### src/rtl/drq_pkg.sv
// ----------------------------------------------------------------------------
// drq_pkg
// types, codes and sizes shared by the dirty rectangle queue modules
// ----------------------------------------------------------------------------
package drq_pkg;

  localparam int TABLE_DEPTH = 16;
  localparam int COORD_BITS  = 12;
  localparam int IDX_BITS    = $clog2(TABLE_DEPTH);
  localparam int CNT_BITS    = $clog2(TABLE_DEPTH + 1);

  // action codes
  localparam logic [1:0] ACT_ADD  = 2'd0;
  localparam logic [1:0] ACT_SUB  = 2'd1;
  localparam logic [1:0] ACT_TAKE = 2'd2;

  // status codes
  localparam logic [1:0] ST_DONE  = 2'd0;
  localparam logic [1:0] ST_SKIP  = 2'd1;
  localparam logic [1:0] ST_FULL  = 2'd2;
  localparam logic [1:0] ST_EMPTY = 2'd3;

  typedef logic [COORD_BITS-1:0] coord_t;

  typedef struct packed {
    coord_t x;
    coord_t y;
    coord_t w;
    coord_t h;
  } rect_t;

  typedef struct packed {
    logic [1:0] action;
    coord_t     rect_x;
    coord_t     rect_y;
    coord_t     rect_w;
    coord_t     rect_h;
  } req_t;

  typedef struct packed {
    logic [1:0]          status;
    logic                out_valid;
    coord_t              out_x;
    coord_t              out_y;
    coord_t              out_w;
    coord_t              out_h;
    logic [CNT_BITS-1:0] fill_count;
  } res_t;

  // port into the rectangle store
  typedef struct packed {
    logic                we;
    logic [IDX_BITS-1:0] waddr;
    rect_t               wdata;
    logic                re;
    logic [IDX_BITS-1:0] raddr;
  } store_req_t;

  // inclusion verdicts between the new rectangle and one stored entry
  typedef struct packed {
    logic new_holds_old;
    logic old_holds_new;
  } incl_t;

  typedef enum logic [2:0] {
    S_IDLE,
    S_READ,
    S_CHECK,
    S_FINISH,
    S_RESULT
  } state_e;

endpackage

### src/rtl/drq_store.sv
// ----------------------------------------------------------------------------
// drq_store
// rectangle table memory, one write and one registered read per cycle
// ----------------------------------------------------------------------------
module drq_store (
  input  logic                clk_i,
  input  drq_pkg::store_req_t req_i,
  output drq_pkg::rect_t      rdata_o
);

  drq_pkg::rect_t mem [drq_pkg::TABLE_DEPTH];
  drq_pkg::rect_t rdata_q;

  always_ff @(posedge clk_i) begin
    if (req_i.we) begin
      mem[req_i.waddr] <= req_i.wdata;
    end
    if (req_i.re) begin
      rdata_q <= mem[req_i.raddr];
    end
  end

  assign rdata_o = rdata_q;

endmodule

### src/rtl/drq_incl.sv
// ----------------------------------------------------------------------------
// drq_incl
// inclusion compare unit, both directions between two rectangles
// ----------------------------------------------------------------------------
module drq_incl (
  input  drq_pkg::rect_t new_i,
  input  drq_pkg::rect_t old_i,
  output drq_pkg::incl_t incl_o
);

  logic [drq_pkg::COORD_BITS:0] new_r, new_b, old_r, old_b;

  // right and bottom edges one bit wider so they never wrap
  assign new_r = {1'b0, new_i.x} + {1'b0, new_i.w};
  assign new_b = {1'b0, new_i.y} + {1'b0, new_i.h};
  assign old_r = {1'b0, old_i.x} + {1'b0, old_i.w};
  assign old_b = {1'b0, old_i.y} + {1'b0, old_i.h};

  assign incl_o.new_holds_old = (old_i.x >= new_i.x) && (old_i.y >= new_i.y) &&
                                (old_r <= new_r) && (old_b <= new_b);
  assign incl_o.old_holds_new = (new_i.x >= old_i.x) && (new_i.y >= old_i.y) &&
                                (new_r <= old_r) && (new_b <= old_b);

endmodule

### src/rtl/dirty_rect_queue.sv
// ----------------------------------------------------------------------------
// dirty_rect_queue
// ordered table of rectangles waiting for repaint: add, subtract, take
// ----------------------------------------------------------------------------
// an accepted start walks the stored entries in order: each entry is read
//   from memory in S_READ, then compared and written back in S_CHECK;
//   S_FINISH settles the result and S_RESULT raises the done strobe;
//   an empty table or an unused action code goes straight to S_FINISH
// busy stays high until the done strobe cycle ends; results cannot stall
// reset clears state, count, pointers and cover flag; contents are never read unwritten
module dirty_rect_queue (
  input  logic          clk_i,
  input  logic          rst_ni,
  input  logic          start,
  output logic          busy,
  input  drq_pkg::req_t req_i,
  output logic          done_o,
  output drq_pkg::res_t res_o
);

  localparam logic [drq_pkg::CNT_BITS-1:0] CntOne  = drq_pkg::CNT_BITS'(1);
  localparam logic [drq_pkg::CNT_BITS-1:0] CntFull = drq_pkg::CNT_BITS'(drq_pkg::TABLE_DEPTH);

  drq_pkg::state_e state_q, state_d;

  // latched command and walk pointers
  drq_pkg::req_t                 cmd_q, cmd_d;
  logic [drq_pkg::CNT_BITS-1:0]  rd_q, rd_d;
  logic [drq_pkg::CNT_BITS-1:0]  wr_q, wr_d;
  logic [drq_pkg::CNT_BITS-1:0]  count_q, count_d;
  logic                          covered_q, covered_d;
  drq_pkg::rect_t                taken_q, taken_d;
  drq_pkg::res_t                 res_q, res_d;

  drq_pkg::store_req_t store_req;
  drq_pkg::rect_t      rd_data;
  drq_pkg::rect_t      new_rect;
  drq_pkg::incl_t      incl;

  logic accept;
  logic last_entry;
  logic drop;

  assign accept   = start && !busy;
  assign new_rect = '{x: cmd_q.rect_x, y: cmd_q.rect_y, w: cmd_q.rect_w, h: cmd_q.rect_h};

  drq_store u_store (
    .clk_i  (clk_i),
    .req_i  (store_req),
    .rdata_o(rd_data)
  );

  drq_incl u_incl (
    .new_i (new_rect),
    .old_i (rd_data),
    .incl_o(incl)
  );

  assign last_entry = (rd_q + CntOne) == count_q;

  // a take drops the head; add and subtract drop what the new one includes,
  // but once an add has found a cover every remaining entry is kept
  always_comb begin
    if (covered_q) begin
      drop = 1'b0;
    end else if (cmd_q.action == drq_pkg::ACT_TAKE) begin
      drop = (rd_q == '0);
    end else begin
      drop = incl.new_holds_old;
    end
  end

  // next state
  always_comb begin
    state_d = state_q;
    case (state_q)
      drq_pkg::S_IDLE: begin
        if (accept) begin
          // unused action code and an empty table skip the walk
          if ((count_q != '0) && (req_i.action inside
              {drq_pkg::ACT_ADD, drq_pkg::ACT_SUB, drq_pkg::ACT_TAKE})) begin
            state_d = drq_pkg::S_READ;
          end else begin
            state_d = drq_pkg::S_FINISH;
          end
        end
      end
      drq_pkg::S_READ: begin
        state_d = drq_pkg::S_CHECK;
      end
      drq_pkg::S_CHECK: begin
        if (last_entry) begin
          state_d = drq_pkg::S_FINISH;
        end else begin
          state_d = drq_pkg::S_READ;
        end
      end
      drq_pkg::S_FINISH: begin
        state_d = drq_pkg::S_RESULT;
      end
      drq_pkg::S_RESULT: begin
        state_d = drq_pkg::S_IDLE;
      end
      default: begin
        state_d = drq_pkg::S_IDLE;
      end
    endcase
  end

  // datapath and store control
  always_comb begin
    cmd_d     = cmd_q;
    rd_d      = rd_q;
    wr_d      = wr_q;
    count_d   = count_q;
    covered_d = covered_q;
    taken_d   = taken_q;
    res_d     = res_q;
    store_req = '{we: 1'b0, waddr: wr_q[drq_pkg::IDX_BITS-1:0], wdata: rd_data,
                  re: 1'b0, raddr: rd_q[drq_pkg::IDX_BITS-1:0]};

    case (state_q)
      drq_pkg::S_IDLE: begin
        if (accept) begin
          cmd_d     = req_i;
          rd_d      = '0;
          wr_d      = '0;
          covered_d = 1'b0;
          taken_d   = '0;
        end
      end
      drq_pkg::S_READ: begin
        store_req.re = 1'b1;
      end
      drq_pkg::S_CHECK: begin
        // compact kept entries towards the head, order preserved
        if (!drop) begin
          store_req.we = 1'b1;
          wr_d         = wr_q + CntOne;
          if (!covered_q && cmd_q.action == drq_pkg::ACT_ADD && incl.old_holds_new) begin
            covered_d = 1'b1;
          end
        end
        if (cmd_q.action == drq_pkg::ACT_TAKE && rd_q == '0) begin
          taken_d = rd_data;
        end
        rd_d = rd_q + CntOne;
      end
      drq_pkg::S_FINISH: begin
        res_d = '0;
        case (cmd_q.action)
          drq_pkg::ACT_ADD: begin
            count_d = wr_q;
            if (covered_q) begin
              res_d.status = drq_pkg::ST_SKIP;
            end else if (wr_q >= CntFull) begin
              res_d.status = drq_pkg::ST_FULL;
            end else begin
              // append at the tail
              store_req.we    = 1'b1;
              store_req.wdata = new_rect;
              count_d         = wr_q + CntOne;
            end
          end
          drq_pkg::ACT_SUB: begin
            count_d = wr_q;
          end
          drq_pkg::ACT_TAKE: begin
            if (count_q == '0) begin
              res_d.status = drq_pkg::ST_EMPTY;
            end else begin
              count_d         = wr_q;
              res_d.out_valid = 1'b1;
              res_d.out_x     = taken_q.x;
              res_d.out_y     = taken_q.y;
              res_d.out_w     = taken_q.w;
              res_d.out_h     = taken_q.h;
            end
          end
          default: begin
            count_d = count_q;
          end
        endcase
        res_d.fill_count = count_d;
      end
      default: begin
      end
    endcase
  end

  always_ff @(posedge clk_i or negedge rst_ni) begin
    if (!rst_ni) begin
      state_q   <= drq_pkg::S_IDLE;
      count_q   <= '0;
      rd_q      <= '0;
      wr_q      <= '0;
      covered_q <= 1'b0;
    end else begin
      state_q   <= state_d;
      count_q   <= count_d;
      rd_q      <= rd_d;
      wr_q      <= wr_d;
      covered_q <= covered_d;
    end
  end

  // payload registers
  always_ff @(posedge clk_i) begin
    cmd_q   <= cmd_d;
    taken_q <= taken_d;
    res_q   <= res_d;
  end

  assign busy   = (state_q != drq_pkg::S_IDLE);
  assign done_o = (state_q == drq_pkg::S_RESULT);
  assign res_o  = res_q;

endmodule
### config.mk
export PLATFORM = sky130hd
export DESIGN_NAME = dirty_rect_queue
export DESIGN_NICKNAME = d
export VERILOG_FILES = /design/src/rtl/drq_pkg.sv /design/src/rtl/drq_store.sv /design/src/rtl/drq_incl.sv /design/src/rtl/dirty_rect_queue.sv
export SDC_FILE = /design/constraint.sdc
export NUM_CORES = 1
export LEC_CHECK = 0
export BUFFER_PORTS_ARGS = -buffer_cell sky130_fd_sc_hd__buf_2
export CORE_MARGIN = 8
export CORE_UTILIZATION = 62
export DETAILED_ROUTE_END_ITERATION = 16
export HOLD_SLACK_MARGIN = 0.03
export PLACE_DENSITY = 0.8
export SYNTH_ARGS = -nofsm -noshare
export SYNTH_HDL_FRONTEND = slang
export SYNTH_SLANG_ARGS = --single-unit
### constraint.sdc
create_clock -name clk_i -period 15.3 [get_ports clk_i]
set_input_delay 0.765 -clock clk_i [delete_from_list [all_inputs] [get_ports clk_i]]
set_output_delay 0.765 -clock clk_i [all_outputs]
set_load 0.05 [all_outputs]
==> results by group, run 1 <==
Place
  • IO buf count: 110
  • Pre-CTS setup slack: 8.280 ns
  • Placed inst area: 42150 sq um
  • GP Congestion: 0.8632
  • Hpwl dp: 57.56 mm

Drt
  • Routed Antenna Nets: 0
  • Total number of vias: 21080
  • Post-DR vias/cell: 6.630
  • DR WL/cell: 30.89 um
  • Routed WL: 98.23 mm
  • DR pass1 iterations: 7
  • Drt initial violations: 2812
  • Drt drc: 0

Die
  • Overall die area: 73470 sq um
  • Die X: 271.1 um
  • Initial core utilization: 62.68%
  • I/O Pins: 111
  • # rows: 93
  • Die H: 271.1 um
  • Core area: 64350 sq um

Critical path
  • Crit path max fanout: 36
  • Worst Path Arrival: 7.54 ns
  • CP Launch Type: register
  • Nature of the critical path endpoint: register
  • CP required: 15.59 ns
  • Worst Setup Path Type: register to register

CTS
  • Htree depth: 3
  • CTS tree: built
  • CTS resizes: 0
  • Clock Sinks: 989
  • Clock latency on the worst-skew pair: 0.67 ns
  • Cts bufs inserted: 98
  • CTS root buf: clkbuf_16
  • CTS clk-pin slew, worst paths: 0.06 ns
  • Setup Fix Bufs, Post-CTS: 0
  • Clk buf depth: 3
  • Cts hold-fix bufs: 0

STA
  • Max Slew Vio Count: 0
  • Fmax: 137.9 MHz
  • Worst rel slew slack: 0.7837%
  • Hold Slack: 0.06054 ns
  • Setup TNS: 0 ns
  • Worst Tran Pin Value: 1.480 ns
  • Final setup fails: 0
  • Tmin final: 7.253 ns
  • RSZ-0062 raised after global routing: no
  • Hold violation count in the final report: 0
  • Clock skew: 0.03595 ns
  • Worst setup margin: 8.047 ns
  • Fin crit share: 47.41%

Cells and area
  • Net count, final: 2403
  • Layout cells sized above 1: 25.34%
  • Area grow syn2layout: 12.64%
  • Layout fillers: 3718
  • Final instance area: 45430 sq um

Global routing
  • Initial antenna violation count: 6
  • Pin count of the biggest net entering global routing: 72
  • Total grt overflow: 0
  • Vias in the first global route: 21510
  • First-pass GRT wire length: 143.3 mm
  • GRT Util Overall: 26.71%

Status
  • Failing checks: max-capacitance violations
  • Outcome: finished with violations

Yosys
  • Synth Warn #: 0
  • Sequential fraction of the synthesis area: 73.40%
  • Avg Inst Size Synth: 19.53 sq um
  • Synth Net Count: 2226
  • Synth Register Bits: 989
  • Fraction of registers with async set/reset: 1.921%
  • Number of synthesized flops with an enable pin: 970
  • Main flop type after synthesis: edfxtp_1
  • Mapped Area: 40330 sq um
  • Number of library cell types mapped by synthesis: 59
  • Cells after Synth: 2065

Power and ir drop
  • Lkg Pwr: 15.40 nW
  • VDD IR max: 0.1340 mV
  • P per Cell Area: 202.0 nW/um^2

Worst hold path
  • Worst hold path class: input pin to async pin

Flow run
  • Max Cap Viol: 1
-- cells in the mapped netlist, types with 8 or more instances --
| cell | instances | area share [%] |
|---|---|---|
| edfxtp_1 | 970 | 72 |
| o211ai_1 | 10 | 0.19 |
| o21ai_0 | 47 | 0.58 |
| inv_1 | 64 | 0.60 |
| mux4_2 | 240 | 13 |
| nand2_1 | 134 | 1.2 |
| nor2_1 | 50 | 0.47 |
| o21ai_1 | 9 | 0.11 |
| dfrtp_1 | 19 | 1.2 |
| and2_1 | 54 | 0.84 |
| ha_1 | 104 | 3.2 |
| nor3_1 | 15 | 0.19 |
| xor2_1 | 19 | 0.41 |
| a21o_1 | 23 | 0.43 |
| nand4_1 | 8 | 0.12 |
| and3_1 | 43 | 0.67 |
| a21oi_1 | 34 | 0.42 |
| nand3_1 | 20 | 0.25 |
| buf_2 | 17 | 0.21 |
| clkbuf_1 | 57 | 0.53 |
| xnor2_1 | 29 | 0.63 |
| buf_1 | 10 | 0.093 |
| nand2b_1 | 9 | 0.14 |
-- through the flow --
step           power (mW)  std cells  util [%]
2_1_floorplan       5.803       2065         -
3_3_place_gp        6.590       2997     65.50
3_5_place_dp        6.716       2997     65.50
4_1_cts             9.185       3179     70.60
5_1_grt             9.548       3179     70.60
6_report            9.178       3180     70.60
-- worst max-delay path: stages (launching register included) --
cell	delay [ns]
edfxtp_1	0.43
ha_1	0.25
inv_1	0.07
fa_1	0.21
inv_1	0.06
a21oi_1	0.16
o21ai_1	0.12
a21o_1	0.22
a21o_1	0.21
a311oi_1	0.45
o211ai_1	0.22
o31a_1	0.27
ha_1	0.29
nand4_1	0.13
nor3_1	0.36
o31ai_1	0.16
o211ai_1	0.34
a221oi_2	0.18
a21oi_2	0.69
o21ai_4	0.19
nor3_2	1.15
buf_4	0.70
-- kinds of logic (layout without fill, tap and decap cells) --
family	Yosys count	count (layout)	synth area share, %
compound gates	169	169	2.795
xor+xnor	48	48	1.042
fa+ha+maj	108	108	3.425
buf+inv	152	411	1.505
flops	989	989	73.40
mux	246	246	13.57
other cells	0	1	0
simple gates	353	353	4.266
-- registers in the layout, summed over array words and instances, names as in the netlist --
| name | cells |
|---|---|
| cmd_q | 50 |
| count_q | 5 |
| covered_q | 1 |
| rd_q | 5 |
| res_o | 56 |
| state_q | 3 |
| taken_q | 48 |
| u_store.mem | 768 |
| u_store.rdata_o | 48 |
| wr_q | 5 |
-- metal layers --
layer  share of wire (%)  vias to the layer above  wire length [um]  track usage (%)
li1                    -                     8680                 -                -
met1                  37                    10720             36260            36.10
met2                  47                     1450             45850            40.93
met3                  12                      225             11990            7.904
met4                 4.2                        4              4114            10.95
met5               0.020                        -                20                0
-- placed cells by master, fill, tap and decap left out, types with 8 or more instances in the layout --
master / netlist / routed
edfxtp_1: 970 / 970
mux4_2: 240 / 240
nand2_1: 134 / 133
buf_2: 17 / 110
ha_1: 104 / 104
clkbuf_16: 0 / 98
inv_1: 64 / 63
and2_1: 54 / 54
buf_4: 2 / 54
and3_1: 43 / 43
o21ai_0: 47 / 40
nor2_1: 50 / 36
a21oi_1: 34 / 34
xnor2_1: 29 / 29
a21o_1: 23 / 23
nand3_1: 20 / 20
clkinv_1: 1 / 20
xor2_1: 19 / 19
clkinv_2: 0 / 19
clkbuf_1: 57 / 16
o21ai_1: 9 / 15
dfrtp_1: 19 / 15
nor2_4: 0 / 13
bufinv_16: 0 / 13
nor3_1: 15 / 11
o211ai_1: 10 / 10
nand2b_1: 9 / 9
nand4_1: 8 / 8
-- path summary, 6_finish.rpt --
check	start	to	slack [ns]	cells after the start
max	u_store.rdata_o[0]	u_store.mem[0][10]	8.05	21
min	rst_ni	count_q[1]	0.06	1
max reg2reg	u_store.rdata_o[0]	u_store.mem[0][10]	8.05	21
min reg2reg	taken_q[35]	res_o[40]	0.51	1
max in group asynchronous	rst_ni	rd_q[0]	14.85	1
min in group clk_i	req_i[20]	cmd_q[20]	0.28	1
-- power breakdown --
part	leakage (nW)	total, mW	switching [mW]	internal (mW)
clock network	1.59	2.43	1.02	1.41
registers	9.06	3.93	0.260	3.67
logic	4.76	2.82	1.73	1.09
-- area by class of cell --
cell class / count / area [sq um] / area share, %
sequential: 989 / 29620 / 65.19
multi-input combinational: 924 / 10260 / 22.59
clock buffer: 116 / 2540 / 5.591
tap: 855 / 1070 / 2.355
timing repair buffer: 164 / 955.9 / 2.104
clock inverter: 66 / 739.5 / 1.628
inverter: 65 / 244.0 / 0.5371
antenna: 1 / 2.502 / 0.005508
(Power assumes the default switching activity.)
==> inputs of run 2 (changes only) <==
Settings changed: ABC_AREA from default to 1, CORE_UTILIZATION 62 to 56, PLACE_DENSITY 0.8 to 0.77.
Clock period 15.3 ns to 6.25 ns, I/O delays scaled along.
==> run 2 against run 1 <==
  * Die area grew 13%
  * Maximum frequency grew 55%
  * Non-clock buffer count increased by 72
  * Largest power group unchanged
  * Clock skew up 0.0011 ns
  * Sequential power is 140% higher
  * Critical path type unchanged
  * Power increased to 2.6 times the previous value
  * Wire length increased by 4.3%
  * The flow now finishes without violations
  * Global-route usage decreased by 2.5 points
  * Setup slack worse by 6.5 ns
  * Combinational power increased to 3.0 times the previous value
  * First-iteration DRC count rose by 20%
  * Via count is 28% higher
==> results by group, run 2 <==
Place
  • Hpwl dp: 61.60 mm (was 57.56 mm)
  • GP Congestion: 0.9356 (was 0.8632)
  • IO buf count: 110 (unchanged)
  • Pre-CTS setup slack: 1.583 ns (was 8.280 ns)

STA
  • RSZ-0062 raised after global routing: no (unchanged)
  • Worst Tran Pin Value: 1.398 ns (was 1.480 ns)
  • Max Slew Vio Count: 0 (unchanged)
  • Setup TNS: 0 ns (unchanged)
  • Fin crit share: 74.92% (was 47.41%)
  • Tmin final: 4.683 ns (was 7.253 ns)
  • Hold violation count in the final report: 0 (unchanged)
  • Fmax: 213.6 MHz (was 137.9 MHz)
  • Final setup fails: 0 (unchanged)
  • Clock skew: 0.03704 ns (was 0.03595 ns)
  • Worst setup margin: 1.567 ns (was 8.047 ns)
  • Worst rel slew slack: 6.195% (was 0.7837%)

CTS
  • Clock latency on the worst-skew pair: 0.67 ns (about the same)
  • Clk buf depth: 3 (unchanged)
  • Htree depth: 3 (unchanged)
  • CTS tree: built (unchanged)
  • Clock Sinks: 989 (unchanged)
  • Cts bufs inserted: 97 (was 98)
  • CTS clk-pin slew, worst paths: 0.06 ns (about the same)
  • CTS resizes: 0 (unchanged)
  • CTS root buf: clkbuf_16 (unchanged)

Yosys
  • Synth Register Bits: 989 (unchanged)
  • Most area-hungry cell type in the Yosys netlist: edfxtp_1 (unchanged)
  • Post-synth top area share: 70.18% (was 72.22%)
  • Post-synthesis xor/xnor area fraction: 1.034% (was 1.042%)
  • Cells after Synth: 3315 (was 2065)
  • Most frequent cell after synthesis: edfxtp_1 (unchanged)
  • Number of library cell types mapped by synthesis: 45 (was 59)
  • Number of synthesized flops with an enable pin: 970 (unchanged)
  • Main flop type after synthesis: edfxtp_1 (unchanged)
  • Commonest cells post-synth: edfxtp_1, nor2_1, o21ai_0 (was edfxtp_1, mux4_2, nand2_1)
  • Synth Warn #: 0 (unchanged)
  • Avg Inst Size Synth: 12.52 sq um (was 19.53 sq um)
  • Sequential fraction of the synthesis area: 71.33% (was 73.40%)
  • Ranking of synthesized cells by area: edfxtp_1, o21ai_0, nor2_1, ha_1, nand2_1 (was edfxtp_1, mux4_2, ha_1, nand2_1, dfrtp_1)
  • Fraction of registers with async set/reset: 1.921% (unchanged)
  • Adder-Cell Fraction of Synth Area: 3.328% (was 3.425%)
  • Compound-Gate Fraction of Synth Area: 10.90% (was 2.795%)
  • Mapped Area: 41500 sq um (was 40330 sq um)
  • Largest family of logic cells by synthesized area: compound AO/OA/AOI/OAI gates (was multiplexers)
  • Multiplexer share of the synthesized area: 0% (was 13.57%)
  • Synth Net Count: 3476 (was 2226)
  • Synth Area in Simple Gates: 9.445% (was 4.266%)

Critical path
  • Worst Setup Path Type: register to register (unchanged)
  • Worst Path Arrival: 4.94 ns (was 7.54 ns)
  • Critical path's largest stage delay: 0.70 ns (was 1.15 ns)
  • Crit path max fanout: 48 (was 36)
  • CP Launch Type: register (unchanged)
  • Worst path cell trace: ha_1 > inv_1 > fa_1 > inv_1 > a31oi_1 > o21ai_0 > nand3_1 > nand2_1 > nand2_1 > a21oi_1 > ha_1 > nand2_1 > nor2_2 > nand2_1 > nor2_2 > nand2_1 > nand2_1 > nand2_1 > nand2_1 > o21bai_2 > nand2_4 > nand2_8 > a21oi_4 > buf_4 (was ha_1 > inv_1 > fa_1 > inv_1 > a21oi_1 > o21ai_1 > a21o_1 > a21o_1 > a311oi_1 > o211ai_1 > o31a_1 > ha_1 > nand4_1 > nor3_1 > o31ai_1 > o211ai_1 > a221oi_2 > a21oi_2 > o21ai_4 > nor3_2 > buf_4)
  • Top cell by count, worst path: nand2_1
  • CP required: 6.51 ns (was 15.59 ns)
  • Nature of the critical path endpoint: register (unchanged)
  • Max stage delay cell, worst path: buf_4 (was nor3_2)

Drt
  • Routed Antenna Nets: 0 (unchanged)
  • Post-DR vias/cell: 5.982 (was 6.630)
  • Drt drc: 0 (unchanged)
  • DR pass1 iterations: 5 (was 7)
  • Drt initial violations: 3377 (was 2812)
  • Total number of vias: 27030 (was 21080)
  • DR WL/cell: 22.68 um (was 30.89 um)
  • Routed WL: 102.5 mm (was 98.23 mm)

Die
  • Die H: 288.2 um (was 271.1 um)
  • Overall die area: 83080 sq um (was 73470 sq um)
  • Core area: 73950 sq um (was 64350 sq um)
  • # rows: 100 (was 93)
  • Die X: 288.2 um (was 271.1 um)
  • Initial core utilization: 56.13% (was 62.68%)
  • I/O Pins: 111 (unchanged)

Cells and area
  • Layout fillers: 5138 (was 3718)
  • Most common cell after layout, fill and taps aside: edfxtp_1 (unchanged)
  • Max reg flops: 768 (unchanged)
  • Highest-count cells in the layout ignoring fill and taps: edfxtp_1, nor2_1, o21ai_0 (was edfxtp_1, mux4_2, nand2_1)
  • Area grow syn2layout: 13.07% (was 12.64%)
  • Layout cells sized above 1: 10.51% (was 25.34%)
  • Net count, final: 3633 (was 2403)
  • Final core utilization: 63.46% (was 70.60%)
  • Largest Register: u_store.mem (unchanged)
  • ANT cells: 0 (was 1)

Global routing
  • Initial antenna violation count: 1 (was 6)
  • Global routing's busiest layer: met2 (unchanged)
  • Total grt overflow: 0 (unchanged)
  • Met2 Use GR: 39.37% (was 40.93%)
  • Routing usage on met1: 33.03% (was 36.10%)
  • Pin count of the biggest net entering global routing: 200 (was 72)
  • GR Util met3: 4.593% (was 7.904%)
  • Vias in the first global route: 26320 (was 21510)
  • GRT Util Overall: 24.19% (was 26.71%)
  • First-pass GRT wire length: 154.2 mm (was 143.3 mm)

Power and ir drop
  • P per Cell Area: 509.3 nW/um^2 (was 202.0 nW/um^2)
  • VDD IR max: 0.3374 mV (was 0.1340 mV)
  • Lkg Pwr: 16.66 nW (was 15.40 nW)
  • Total Power: 23.90 mW (was 9.178 mW)

Worst hold path
  • Worst hold path class: input pin to async pin (unchanged)

Status
  • Outcome: finished clean (was finished with violations)

Flow run
  • Max Cap Viol: 0 (was 1)
-- run 2: worst paths after layout --
kind	startpoint	end	slack (ns)	cells past startpoint
min in group clk_i	req_i[16]	cmd_q[16]	0.37	2
hold reg to reg	taken_q[40]	res_o[45]	0.55	2
max in group asynchronous	rst_ni	rd_q[1]	5.75	2
hold / removal	rst_ni	state_q[2]	0.14	2
setup / recovery	u_store.rdata_o[0]	u_store.mem[13][3]	1.57	24
setup reg to reg	u_store.rdata_o[0]	u_store.mem[13][3]	1.57	24
-- run 2: per-stage QoR --
stage          cell area, sq um  hold slack, ns  instances
6_report                  46930          0.1446       4518
5_1_grt                   46930          0.1864       4518
4_1_cts                   46930          0.1224       4518
3_5_place_dp              43240          0.2737       4290
3_3_place_gp              43240          0.2810       4290
2_1_floorplan             41500         0.01691       3315
-- run 2: kinds of logic (layout without fill, tap and decap cells) --
logic type,count (synthesis),in the layout
xor gates and xnor gates,49,49
buffers and inverters,400,634
AOI/OAI and AO/OA,787,787
and+or+nand+nor,982,982
adders and majority gates,108,108
DFF,989,989
-- run 2: timing repair --
action,in CTS,in global routing
setup buffers,0,0
hold endpoints to repair,70,0
setup endpoints to repair,0,0
hold buffers,52,0
-- run 2: report_power, final --
group / internal [mW] / switching, mW
Sequential: 9.12 / 0.457
Clock: 3.31 / 2.46
Combinational: 2.37 / 6.18
Total: 14.8 / 9.10
-- run 2: cell type report --
class,count,area (sq um),share of cell area (%)
clock inverter,65,658.1,1.403
tap,969,1212,2.584
inverter,222,843.3,1.797
multi-input combinational,1926,10440,22.24
sequential,989,29610,63.11
timing repair buffer,236,1652,3.520
clock buffer,111,2511,5.351
-- run 2: worst max-delay path: cells and delay by family, from the launching register on --
| family | cells | cell delay (ns) |
|---|---|---|
| and+or+nand+nor | 13 | 1.38 |
| AOI/OAI and AO/OA | 5 | 0.85 |
| adders and majority gates | 3 | 0.75 |
| buffers and inverters | 3 | 0.83 |
| DFF | 1 | 0.39 |
-- run 2: per-layer routing --
metal / share of wire, % / wire, um
met1: 40 / 40960
met2: 47 / 48560
met3: 10 / 10480
met4: 2.4 / 2476
met5: 0 / 0
